<file path="config.mk">
export PLATFORM = sky130hd
export DESIGN_NAME = multi_connection_length_deframer_flat
export DESIGN_NICKNAME = d
export VERILOG_FILES = /design/src/design/mcld_pkg.sv /design/src/design/mcld_if.sv /design/src/design/mcld_front.sv /design/src/design/mcld_queue.sv /design/src/design/mcld_back.sv /design/src/design/multi_connection_length_deframer.sv /design/src/flat_wrapper.sv
export SDC_FILE = /design/constraint.sdc
export NUM_CORES = 1
export LEC_CHECK = 0
export BUFFER_PORTS_ARGS = -buffer_cell sky130_fd_sc_hd__buf_2
export CORE_ASPECT_RATIO = 1.5
export CORE_MARGIN = 4
export CORE_UTILIZATION = 25
export DETAILED_ROUTE_END_ITERATION = 8
export HOLD_SLACK_MARGIN = 0.15
export SLEW_MARGIN = 40
export SYNTH_ARGS = -nofsm -noshare
export SYNTH_HDL_FRONTEND = slang
export SYNTH_SLANG_ARGS = --single-unit
export TNS_END_PERCENT = 50
</file>
<file path="constraint.sdc">
create_clock -name clk -period 8.8 [get_ports clk]
set_input_delay 0.88 -clock clk [delete_from_list [all_inputs] [get_ports clk]]
set_output_delay 0.88 -clock clk [all_outputs]
set_load 0.01 [all_outputs]
</file>
<file path="src/design/mcld_pkg.sv">
// shared types and constants for the multi-connection length deframer
// no dependencies; used by the interfaces and every module of the block
package mcld_pkg;

  localparam int CONNS   = 16;
  localparam int CONN_W  = 4;
  localparam int CIW     = (CONNS > 1) ? $clog2(CONNS) : 1;
  localparam int Q_DEPTH = 4;
  localparam int Q_AW    = $clog2(Q_DEPTH);

  typedef enum logic [1:0] {
    CMD_DATA  = 2'd0,
    CMD_OPEN  = 2'd1,
    CMD_CLOSE = 2'd2,
    CMD_NONE  = 2'd3
  } cmd_t;

  // classified item kind handed from front to back
  typedef enum logic [2:0] {
    K_IGNORE,
    K_NOCONN,
    K_OPEN,
    K_CLOSE,
    K_DATA
  } kind_t;

  typedef enum logic [2:0] {
    ST_OK      = 3'd0,
    ST_BADLEN  = 3'd1,
    ST_ALREADY = 3'd2,
    ST_NOTOPEN = 3'd3,
    ST_ABORT   = 3'd4
  } status_t;

  typedef enum logic [1:0] {
    PH_HIGH = 2'd0,
    PH_LOW  = 2'd1,
    PH_BODY = 2'd2
  } phase_t;

  typedef struct packed {
    kind_t             kind;
    logic [CONN_W-1:0] conn;
    logic [7:0]        data_byte;
  } item_t;

  typedef struct packed {
    logic [CONN_W-1:0] conn;
    logic              byte_valid;
    logic [7:0]        out_byte;
    logic              first_of_packet;
    logic              last_of_packet;
    status_t           status;
  } result_t;

  // queue write side
  typedef struct packed {
    logic  push;
    item_t item;
  } q_wr_t;

  // queue read side
  typedef struct packed {
    logic  avail;
    item_t item;
  } q_rd_t;

endpackage

</file>
<file path="src/design/mcld_if.sv">
// channel interfaces of the length deframer: input beats and result beats
// depends on mcld_pkg for field widths
interface mcld_in_if;
  logic                          valid;
  logic                          ready;
  logic [1:0]                    cmd;
  logic [mcld_pkg::CONN_W-1:0]   conn;
  logic [7:0]                    data_byte;

  modport source (output valid, cmd, conn, data_byte, input ready);
  modport sink   (input valid, cmd, conn, data_byte, output ready);
endinterface

interface mcld_out_if;
  logic                          valid;
  logic                          ready;
  logic [mcld_pkg::CONN_W-1:0]   out_conn;
  logic                          byte_valid;
  logic [7:0]                    out_byte;
  logic                          first_of_packet;
  logic                          last_of_packet;
  logic [2:0]                    status;

  modport source (output valid, out_conn, byte_valid, out_byte, first_of_packet,
                  last_of_packet, status, input ready);
  modport sink   (input valid, out_conn, byte_valid, out_byte, first_of_packet,
                  last_of_packet, status, output ready);
endinterface

</file>
<file path="src/design/mcld_front.sv">
// front end: accepts input beats and classifies them into item kinds
// depends on mcld_pkg and mcld_in_if
module mcld_front (
  mcld_in_if.sink          in_if,
  input  logic             q_full,
  output mcld_pkg::q_wr_t  q_wr
);

  logic in_range;

  assign in_if.ready = !q_full;
  assign in_range    = int'(in_if.conn) < mcld_pkg::CONNS;

  always_comb begin
    q_wr.push           = in_if.valid && !q_full;
    q_wr.item.conn      = in_if.conn;
    q_wr.item.data_byte = in_if.data_byte;
    unique case (mcld_pkg::cmd_t'(in_if.cmd))
      mcld_pkg::CMD_NONE:  q_wr.item.kind = mcld_pkg::K_IGNORE;
      mcld_pkg::CMD_OPEN:  q_wr.item.kind = in_range ? mcld_pkg::K_OPEN  : mcld_pkg::K_NOCONN;
      mcld_pkg::CMD_CLOSE: q_wr.item.kind = in_range ? mcld_pkg::K_CLOSE : mcld_pkg::K_NOCONN;
      mcld_pkg::CMD_DATA:  q_wr.item.kind = in_range ? mcld_pkg::K_DATA  : mcld_pkg::K_NOCONN;
      default:             q_wr.item.kind = mcld_pkg::K_IGNORE;
    endcase
  end

endmodule

</file>
<file path="src/design/mcld_queue.sv">
// short queue of classified items between front and back
// depends on mcld_pkg
module mcld_queue (
  input  logic             clk,
  input  logic             rst_n,
  input  mcld_pkg::q_wr_t  q_wr,
  input  logic             pop,
  output logic             full,
  output mcld_pkg::q_rd_t  q_rd
);

  localparam int AW = mcld_pkg::Q_AW;

  mcld_pkg::item_t slot_r [mcld_pkg::Q_DEPTH];
  logic [AW-1:0]   wr_ptr_r, wr_ptr_nxt;
  logic [AW-1:0]   rd_ptr_r, rd_ptr_nxt;
  logic [AW:0]     count_r, count_nxt;
  logic            do_pop;

  assign full       = count_r == (AW+1)'(mcld_pkg::Q_DEPTH);
  assign q_rd.avail = count_r != '0;
  assign q_rd.item  = slot_r[rd_ptr_r];
  assign do_pop     = pop && q_rd.avail;

  always_comb begin
    wr_ptr_nxt = q_wr.push ? wr_ptr_r + 1'b1 : wr_ptr_r;
    rd_ptr_nxt = do_pop ? rd_ptr_r + 1'b1 : rd_ptr_r;
    count_nxt  = count_r;
    case ({q_wr.push, do_pop})
      2'b10:   count_nxt = count_r + 1'b1;
      2'b01:   count_nxt = count_r - 1'b1;
      default: count_nxt = count_r;
    endcase
  end

  always_ff @(posedge clk) begin
    if (!rst_n) begin
      wr_ptr_r <= '0;
      rd_ptr_r <= '0;
      count_r  <= '0;
    end else begin
      wr_ptr_r <= wr_ptr_nxt;
      rd_ptr_r <= rd_ptr_nxt;
      count_r  <= count_nxt;
    end
  end

  always_ff @(posedge clk) begin
    if (q_wr.push) begin
      slot_r[wr_ptr_r] <= q_wr.item;
    end
  end

endmodule

</file>
<file path="src/design/mcld_back.sv">
// back end: per-connection state update and registered result beat
// depends on mcld_pkg and mcld_out_if
module mcld_back (
  input  logic             clk,
  input  logic             rst_n,
  input  mcld_pkg::q_rd_t  q_rd,
  output logic             pop,
  mcld_out_if.source       out_if
);

  localparam int CIW = mcld_pkg::CIW;

  logic                  open_r  [mcld_pkg::CONNS];
  mcld_pkg::phase_t      phase_r [mcld_pkg::CONNS];
  logic [7:0]            high_r  [mcld_pkg::CONNS];
  logic [15:0]           owed_r  [mcld_pkg::CONNS];

  mcld_pkg::result_t     res_r, res_nxt;
  logic                  out_valid_r;

  logic [CIW-1:0]        idx;
  logic                  cur_open;
  mcld_pkg::phase_t      cur_phase;
  logic [7:0]            cur_high;
  logic [15:0]           cur_owed;

  logic                  wr_en;
  logic                  open_nxt;
  mcld_pkg::phase_t      phase_nxt;
  logic [7:0]            high_nxt;
  logic [15:0]           owed_nxt;

  logic [15:0]           len;
  logic [15:0]           owed_dec;
  logic [7:0]            b;

  assign pop = q_rd.avail && (!out_valid_r || out_if.ready);

  assign idx       = CIW'(q_rd.item.conn);
  assign cur_open  = open_r[idx];
  assign cur_phase = phase_r[idx];
  assign cur_high  = high_r[idx];
  assign cur_owed  = owed_r[idx];
  assign b         = q_rd.item.data_byte;
  assign len       = {cur_high, b};
  assign owed_dec  = (cur_owed != 16'd0) ? cur_owed - 16'd1 : 16'd0;

  always_comb begin
    res_nxt                 = '0;
    res_nxt.conn            = q_rd.item.conn;
    res_nxt.status          = mcld_pkg::ST_OK;
    wr_en                   = 1'b0;
    open_nxt                = cur_open;
    phase_nxt               = cur_phase;
    high_nxt                = cur_high;
    owed_nxt                = cur_owed;
    unique case (q_rd.item.kind)
      mcld_pkg::K_IGNORE: begin
      end
      mcld_pkg::K_NOCONN: begin
        res_nxt.status = mcld_pkg::ST_NOTOPEN;
      end
      mcld_pkg::K_OPEN: begin
        if (cur_open) begin
          res_nxt.status = mcld_pkg::ST_ALREADY;
        end else begin
          wr_en     = 1'b1;
          open_nxt  = 1'b1;
          phase_nxt = mcld_pkg::PH_HIGH;
          high_nxt  = '0;
          owed_nxt  = '0;
        end
      end
      mcld_pkg::K_CLOSE: begin
        if (!cur_open) begin
          res_nxt.status = mcld_pkg::ST_NOTOPEN;
        end else begin
          if (cur_phase != mcld_pkg::PH_HIGH || cur_owed != 16'd0) begin
            res_nxt.status         = mcld_pkg::ST_ABORT;
            res_nxt.last_of_packet = 1'b1;
          end
          wr_en     = 1'b1;
          open_nxt  = 1'b0;
          phase_nxt = mcld_pkg::PH_HIGH;
          high_nxt  = '0;
          owed_nxt  = '0;
        end
      end
      mcld_pkg::K_DATA: begin
        if (!cur_open) begin
          res_nxt.status = mcld_pkg::ST_NOTOPEN;
        end else begin
          res_nxt.byte_valid = 1'b1;
          res_nxt.out_byte   = b;
          wr_en              = 1'b1;
          case (cur_phase)
            mcld_pkg::PH_LOW: begin
              if (len < 16'd2) begin
                // bad length tears the connection down
                res_nxt.status         = mcld_pkg::ST_BADLEN;
                res_nxt.last_of_packet = 1'b1;
                open_nxt               = 1'b0;
                phase_nxt              = mcld_pkg::PH_HIGH;
                high_nxt               = '0;
                owed_nxt               = '0;
              end else if (len == 16'd2) begin
                res_nxt.last_of_packet = 1'b1;
                phase_nxt              = mcld_pkg::PH_HIGH;
                owed_nxt               = '0;
              end else begin
                owed_nxt  = len - 16'd2;
                phase_nxt = mcld_pkg::PH_BODY;
              end
            end
            mcld_pkg::PH_BODY: begin
              owed_nxt = owed_dec;
              if (owed_dec == 16'd0) begin
                res_nxt.last_of_packet = 1'b1;
                phase_nxt              = mcld_pkg::PH_HIGH;
              end
            end
            default: begin
              res_nxt.first_of_packet = 1'b1;
              high_nxt                = b;
              phase_nxt               = mcld_pkg::PH_LOW;
            end
          endcase
        end
      end
      default: begin
      end
    endcase
  end

  always_ff @(posedge clk) begin
    if (!rst_n) begin
      for (int i = 0; i < mcld_pkg::CONNS; i++) begin
        open_r[i]  <= 1'b0;
        phase_r[i] <= mcld_pkg::PH_HIGH;
        high_r[i]  <= '0;
        owed_r[i]  <= '0;
      end
    end else if (pop && wr_en) begin
      open_r[idx]  <= open_nxt;
      phase_r[idx] <= phase_nxt;
      high_r[idx]  <= high_nxt;
      owed_r[idx]  <= owed_nxt;
    end
  end

  always_ff @(posedge clk) begin
    if (!rst_n) begin
      out_valid_r <= 1'b0;
    end else if (pop) begin
      out_valid_r <= 1'b1;
    end else if (out_if.ready) begin
      out_valid_r <= 1'b0;
    end
  end

  always_ff @(posedge clk) begin
    if (pop) begin
      res_r <= res_nxt;
    end
  end

  assign out_if.valid           = out_valid_r;
  assign out_if.out_conn        = res_r.conn;
  assign out_if.byte_valid      = res_r.byte_valid;
  assign out_if.out_byte        = res_r.out_byte;
  assign out_if.first_of_packet = res_r.first_of_packet;
  assign out_if.last_of_packet  = res_r.last_of_packet;
  assign out_if.status          = res_r.status;

endmodule

</file>
<file path="src/design/multi_connection_length_deframer.sv">
// path: an accepted input beat is written into the queue, popped by the back end
// and its result beat registered in res_r; it waits in the queue while results stall
// throughput: one beat per cycle unless the output stalls, set by the per-connection
// state read-modify-write in the back end; a four-entry queue decouples sides
// reset: synchronous active-low rst_n clears queue, result valid flag and all
// per-connection state at once, no clearing pass
module multi_connection_length_deframer (
  input  logic        clk,
  input  logic        rst_n,
  mcld_in_if.sink     in_if,
  mcld_out_if.source  out_if
);

  // front to queue
  mcld_pkg::q_wr_t q_wr;
  logic            q_full;

  // queue to back
  mcld_pkg::q_rd_t q_rd;
  logic            q_pop;

  // classify commands: ignored code, out-of-range connection, open, close, data
  mcld_front u_front (
    .in_if  (in_if),
    .q_full (q_full),
    .q_wr   (q_wr)
  );

  // lets the input keep taking beats while a result beat waits downstream
  mcld_queue u_queue (
    .clk   (clk),
    .rst_n (rst_n),
    .q_wr  (q_wr),
    .pop   (q_pop),
    .full  (q_full),
    .q_rd  (q_rd)
  );

  // per-connection header tracking, byte tagging and output register
  mcld_back u_back (
    .clk    (clk),
    .rst_n  (rst_n),
    .q_rd   (q_rd),
    .pop    (q_pop),
    .out_if (out_if)
  );

endmodule
</file>
<file path="src/flat_wrapper.sv">
// flat-port wrapper written by rule: the top's interface ports become plain ports
module multi_connection_length_deframer_flat 
  (clk, rst_n, in_if_valid, in_if_cmd, in_if_conn, in_if_data_byte, in_if_ready, out_if_valid, out_if_out_conn, out_if_byte_valid, out_if_out_byte, out_if_first_of_packet, out_if_last_of_packet, out_if_status, out_if_ready);
  mcld_in_if in_if_i ();
  mcld_out_if out_if_i ();
  input  logic clk;
  input  logic rst_n;
  input wire logic [$bits(in_if_i.valid)-1:0] in_if_valid;
  input wire logic [$bits(in_if_i.cmd)-1:0] in_if_cmd;
  input wire logic [$bits(in_if_i.conn)-1:0] in_if_conn;
  input wire logic [$bits(in_if_i.data_byte)-1:0] in_if_data_byte;
  output wire logic [$bits(in_if_i.ready)-1:0] in_if_ready;
  output wire logic [$bits(out_if_i.valid)-1:0] out_if_valid;
  output wire logic [$bits(out_if_i.out_conn)-1:0] out_if_out_conn;
  output wire logic [$bits(out_if_i.byte_valid)-1:0] out_if_byte_valid;
  output wire logic [$bits(out_if_i.out_byte)-1:0] out_if_out_byte;
  output wire logic [$bits(out_if_i.first_of_packet)-1:0] out_if_first_of_packet;
  output wire logic [$bits(out_if_i.last_of_packet)-1:0] out_if_last_of_packet;
  output wire logic [$bits(out_if_i.status)-1:0] out_if_status;
  input wire logic [$bits(out_if_i.ready)-1:0] out_if_ready;
  assign in_if_i.valid = in_if_valid;
  assign in_if_i.cmd = in_if_cmd;
  assign in_if_i.conn = in_if_conn;
  assign in_if_i.data_byte = in_if_data_byte;
  assign in_if_ready = in_if_i.ready;
  assign out_if_valid = out_if_i.valid;
  assign out_if_out_conn = out_if_i.out_conn;
  assign out_if_byte_valid = out_if_i.byte_valid;
  assign out_if_out_byte = out_if_i.out_byte;
  assign out_if_first_of_packet = out_if_i.first_of_packet;
  assign out_if_last_of_packet = out_if_i.last_of_packet;
  assign out_if_status = out_if_i.status;
  assign out_if_i.ready = out_if_ready;
  multi_connection_length_deframer u_core (.clk(clk), .rst_n(rst_n), .in_if(in_if_i), .out_if(out_if_i));
endmodule
</file>
# Word-level counts from Yosys, hierarchy flattened
# Memories as Yosys holds them, arrays and structs flattened. A register that Yosys moved wholly into a read port is not among the register bits.
# Index checks and enable logic that the tools add are counted.
# totals
input_bits	18
regBits	26
elab_cells	125
output_inout_bits	20
memories	5
mem_bits_rw	492
# op_classes
mux	68
n_eq_ne	13
addsub	6
n_lt_le_gt_ge	1
reduce_logical	22
# mem_list
memory	depth	word_bits	read_ports	rd_clocked_by_memory_dff	wr	line	rtl
u_core.u_back.owed_r	16	16	1	0	16	mcld_back.sv:16	logic [15:0] owed_r [mcld_pkg::CONNS];
u_core.u_back.high_r	16	8	1	0	16	mcld_back.sv:15	logic [7:0] high_r [mcld_pkg::CONNS];
u_core.u_queue.slot_r	4	15	1	1	1	mcld_queue.sv:14	mcld_pkg::item_t slot_r [mcld_pkg::Q_DEPTH];
u_core.u_back.phase_r	16	2	1	0	16	mcld_back.sv:14	mcld_pkg::phase_t phase_r [mcld_pkg::CONNS];
u_core.u_back.open_r	16	1	1	0	16	mcld_back.sv:13	logic open_r [mcld_pkg::CONNS];
# op_table
op	n
$mux 16	7
$pmux 16 s3	1
$mux 8	5
$pmux 16 s2	1
$mux 1	24
$pmux 3 s4	2
$pmux 8 s3	1
$mux 2	10
$mux 4	5
$eq 16x2->1 const B	1
$logic_not 16->1	1
$lt 16x2->1 const B	1
$pmux 8 s2	1
$reduce_bool 16->1	1
$reduce_or 16->1	1
$sub 16x1->16 const B	1
$sub 16x2->16 const B	1
$mux 11	1
$mux 3	3
$eq 2x2->1 const B	4
$reduce_or 8->1	1
$eq 2x1->1 const B	3
$eq 3x2->1 const B	2
$eq 3x3->1 const B	2
other kinds (18)	30

# Depth between registers and ports, before layout
# depth
word_depth	9
mapped_depth	23
ltp_nobuf	16

# Modules after synthesis
# Synthesis repeated with hierarchy kept, for this count alone.
# hier_totals
cells_unflattened	1624
area_unflattened_um2	23655.2
# modules_own_cells
mod	seq_area_each_um2	area_each_um2	instances	cells_each
mcld_back	13372.8	20855.0	1	1481
mcld_queue	1981.9	2667.6	1	125
mcld_front	0.0	132.6	1	18

# Worst setup path after synthesis
# No wires, ideal clock.
# synth_path
path_type	reg-to-reg
start	reg (tool-made name)
end	mem u_core.u_back.owed_r[10][6] (data pin)
stages_incl_launch_ff	24
n_path_buf	8
period_less_slack_ps	4782
slack_ps	4018
arrival_ps	4516
setup_time_ps	266
required_ps	8534
cell_sequence	dfxtp_1 -> buf_2 -> mux2i_1 -> mux2_2 -> inv_2 -> buf_4 -> buf_2 -> buf_4 -> buf_2 -> mux4_2 -> and2_1 -> a211oi_1 -> a31oi_1 -> inv_1 -> ha_1 -> and2_1 -> clkbuf_1 -> nand2_1 -> buf_2 -> nand2_1 -> o31ai_1 -> a211oi_2 -> buf_2 -> nor2_1
# synth_rtl
item	line
end: declaration	mcld_back.sv:16

==> results_dict.tcl <==
set metrics [dict create \
    grt_max_degree 51 \
    tns_ps 0 \
    tightest_slew_ps 863 \
    initial_core_util 0.252 \
    die_w_um 260 \
    peakVddDrop_uv 181 \
    yosysTopAreaCellShare 0.625 \
    cts_hold_buffers 0 \
    relSlewSlack 0.423 \
    drive_gt1_frac 0.154 \
    dp_hpwl_um 45000 \
    critPathSlowestCell "dfxtp_1" \
    ctsResizeCount 0 \
    min_period_ps 6110 \
    io_pins 38 \
    grt_overflow 0 \
    multi_input_comb_area_um2 7730 \
    p_leak_nw 9.42 \
    rows 138 \
    final.fill_count 9674 \
    combPwrFrac 0.404 \
    cp.required_ps 9100 \
    grt_util_all_layers 0.140 \
    cts_setup_buffers 0 \
    syn-cell-area_um2 23700 \
    yosys-top-cells-count "edfxtp_1 (494), nor2_1 (437), mux2i_1 (183)" \
    fp.coreArea_um2 94300 \
    layout.area.seq_um2 15400 \
    cp_top_family "simple AND/OR/NAND/NOR gates" \
    ys_ff_latch 520 \
    syn_nets 1841 \
    place_congestion 0.908 \
    clockRootBuffer "clkbuf_16" \
    antenna_found_initial 0 \
    p_sw_frac 0.393 \
    drtAntennaViolNets 0 \
    critPathKind "reg2reg" \
    cts.sinks 520 \
    power_switching_w 0.00333 \
    fin_area_um2 27000 \
    wl_per_cell_um 23.1 \
    synth.avg_cell_area_um2 13.1 \
    die_area_um2 100000 \
    ys_warn_count 0 \
    startpoint_type "flop" \
    hold_violations 0 \
    clockPowerShare 0.246 \
    synth.most_common_cell "edfxtp_1" \
    total_power_w 0.00847 \
    cts_tree "built" \
    cts_buffers 46 \
    h-tree-depth 2 \
    drc 0 \
    synth-main-ff-cell "edfxtp_1" \
    dpl_cell_area_um2 25400 \
    power.density_nw_per_um2 314 \
    vias 15262 \
    grt_pass1_vias 15718 \
    drt_wl_total_um 72000 \
    die-height_um 385 \
    slew_viol_final 0 \
    seq_area_frac_synth 0.647 \
    dr.pass1.iters 5 \
    clkLatencyLatePin_ps 590 \
    port_buffers 37 \
    power_frac_seq 0.349 \
    arrival_ps 6410 \
    areaGrowthSynthToFinish_pct 13.7 \
    yosys.area.top_type "edfxtp_1" \
    end_kind "flop" \
    outcome "finished, final reports clean" \
    finalCritPeriodShare 0.694 \
    placedCellCount 3028 \
    maxCapViolations 0 \
    cts.path.max_buffers 3 \
    setup_viol 0 \
    crit_buf_inv 3 \
    fmax_mhz 164 \
    cpPeakStageDelay_ps 670 \
    path_clk_slew_ps 70 \
    hold_path.class "reg2reg" \
    synth_cell_type_count 67 \
    crit_fanout 50 \
    synth_top_cells_by_area "edfxtp_1 (63%), mux2i_1 (7.7%), nor2_1 (6.9%), mux4_2 (5.6%), dfxtp_1 (2.2%)" \
    async_reset_ff_frac 0 \
    grt_pass1_wl_um 104000 \
    utilization 0.286 \
    initialDrtViolationCount 1350 \
    synth_cells 1810 \
    num_antenna_cells 0 \
    nNetsFinal 1850 \
    synth_edf_count 494 \
    rsz0062_at_grt "false" \
    skew_ps 27.9 \
    cp_cell_sequence "mux2_4 > inv_6 > buf_12 > mux4_2 > and2_1 > a211oi_1 > a31oi_1 > inv_1 > ha_1 > and2_1 > nand2_1 > nand2_1 > o31ai_1 > a211oi_4 > nor2_1" \
    fin_cells 3116 \
    p_int_w 0.00514 \
    vias_per_cell 4.90 \
]
[registers in the layout, summed over array words and instances (netlist names), named ones only]
name                                  cells
u_core.u_back.out_if.status               3
u_core.u_queue.slot_r                    60
u_core.u_back.open_r                     16
u_core.u_back.out_if.last_of_packet       1
u_core.u_queue.count_r                    3
u_core.u_back.owed_r                    256
u_core.u_back.high_r                    128
u_core.u_back.out_if.valid                1
u_core.u_back.out_if.first_of_packet      1
u_core.u_back.out_if.out_conn             4
u_core.u_back.phase_r                    32
u_core.u_queue.rd_ptr_r                   2
u_core.u_back.out_if.byte_valid           1
u_core.u_queue.wr_ptr_r                   2
u_core.u_back.out_if.out_byte             8
[metal layers]
| metal | track usage | wire length (um) |
|---|---|---|
| met1 | 0.156 | 25900 |
| met2 | 0.263 | 38400 |
| met3 | 0.0168 | 4060 |
| met4 | 0.0677 | 3660 |
| met5 | 0 | 0 |
[cell type report]
class / count / share of cell area
clock buffers: 56 / 0.0463
inverters: 20 / 0.00297
well taps: 1260 / 0.0584
clock inverters: 29 / 0.0111
repair buffers: 102 / 0.0254
multi-input cells: 1129 / 0.287
flip-flops and latches: 520 / 0.569
[metrics by stage]
step                      hold WS, ps  setup slack (ps)
after floorplan                   438              4020
after global placement            448              2360
after detailed placement          464              2800
after CTS                         480              2740
after global routing              495              2420
final                             482              2690
[placed cells by master (no fill, tap or decap), types with 5 or more instances in the layout]
cell type and instances:
edfxtp_1 494, nor2_1 436, mux2i_1 183, nand2_1 96, buf_4 64, mux4_2 57
clkbuf_16 47, a21oi_1 38, buf_2 37, nand3_1 35, a22oi_1 29, o21ai_0 28
dfxtp_1 26, and2_1 18, inv_1 17, o22ai_1 15, nor3_1 13, xor2_1 13
and3_1 13, clkinv_2 13, ha_1 12, a22oi_2 10, xnor2_1 10, nor2b_1 9
nand2_2 8, a31oi_1 7, o211ai_1 7, mux2_2 6, a32oi_1 6, o31ai_1 6
clkbuf_1 5, bufinv_16 5
[worst paths after layout]
check                                         startpoint                         end  slack (ps)  cells after the start
worst max-delay path                                flop  u_core.u_back.owed_r[4][6]        2690                     15
worst max register to register                      flop  u_core.u_back.owed_r[4][6]        2690                     15
worst min register to register  u_core.u_back.open_r[10]    u_core.u_back.open_r[10]         480                      2
worst min-delay path            u_core.u_back.open_r[10]    u_core.u_back.open_r[10]         480                      2
[power groups by stage]
stage | sequential (W) | combinational (W) | clock (W)
floorplan | 0.00301 | 0.00231 | 0
global placement | 0.00301 | 0.00331 | 0
detailed placement | 0.00301 | 0.00338 | 0
CTS | 0.00296 | 0.00339 | 0.00212
global route | 0.00297 | 0.00364 | 0.00222
finish | 0.00296 | 0.00342 | 0.00209
[kinds of logic after synthesis]
| group | count (synthesis) | share of synthesized area |
|---|---|---|
| AO/OA/AOI/OAI | 180 | 0.0527 |
| buffers and inverters | 161 | 0.0312 |
| adder cells (fa/ha/maj) | 13 | 0.00717 |
| AND/OR/NAND/NOR | 664 | 0.117 |
| flip-flops | 520 | 0.647 |
| XOR/XNOR | 23 | 0.00849 |
| multiplexers | 249 | 0.137 |
[worst reg2reg max path: cells and delay by family, from the launching register on]
family	cells	cell delay [ps]
AO/OA/AOI/OAI	4	1130
adder cells (fa/ha/maj)	1	200
buffers and inverters	3	1080
flip-flops	1	670
multiplexers	2	1310
AND/OR/NAND/NOR	5	1450
Note: power is estimated with default switching activity, not from simulation.
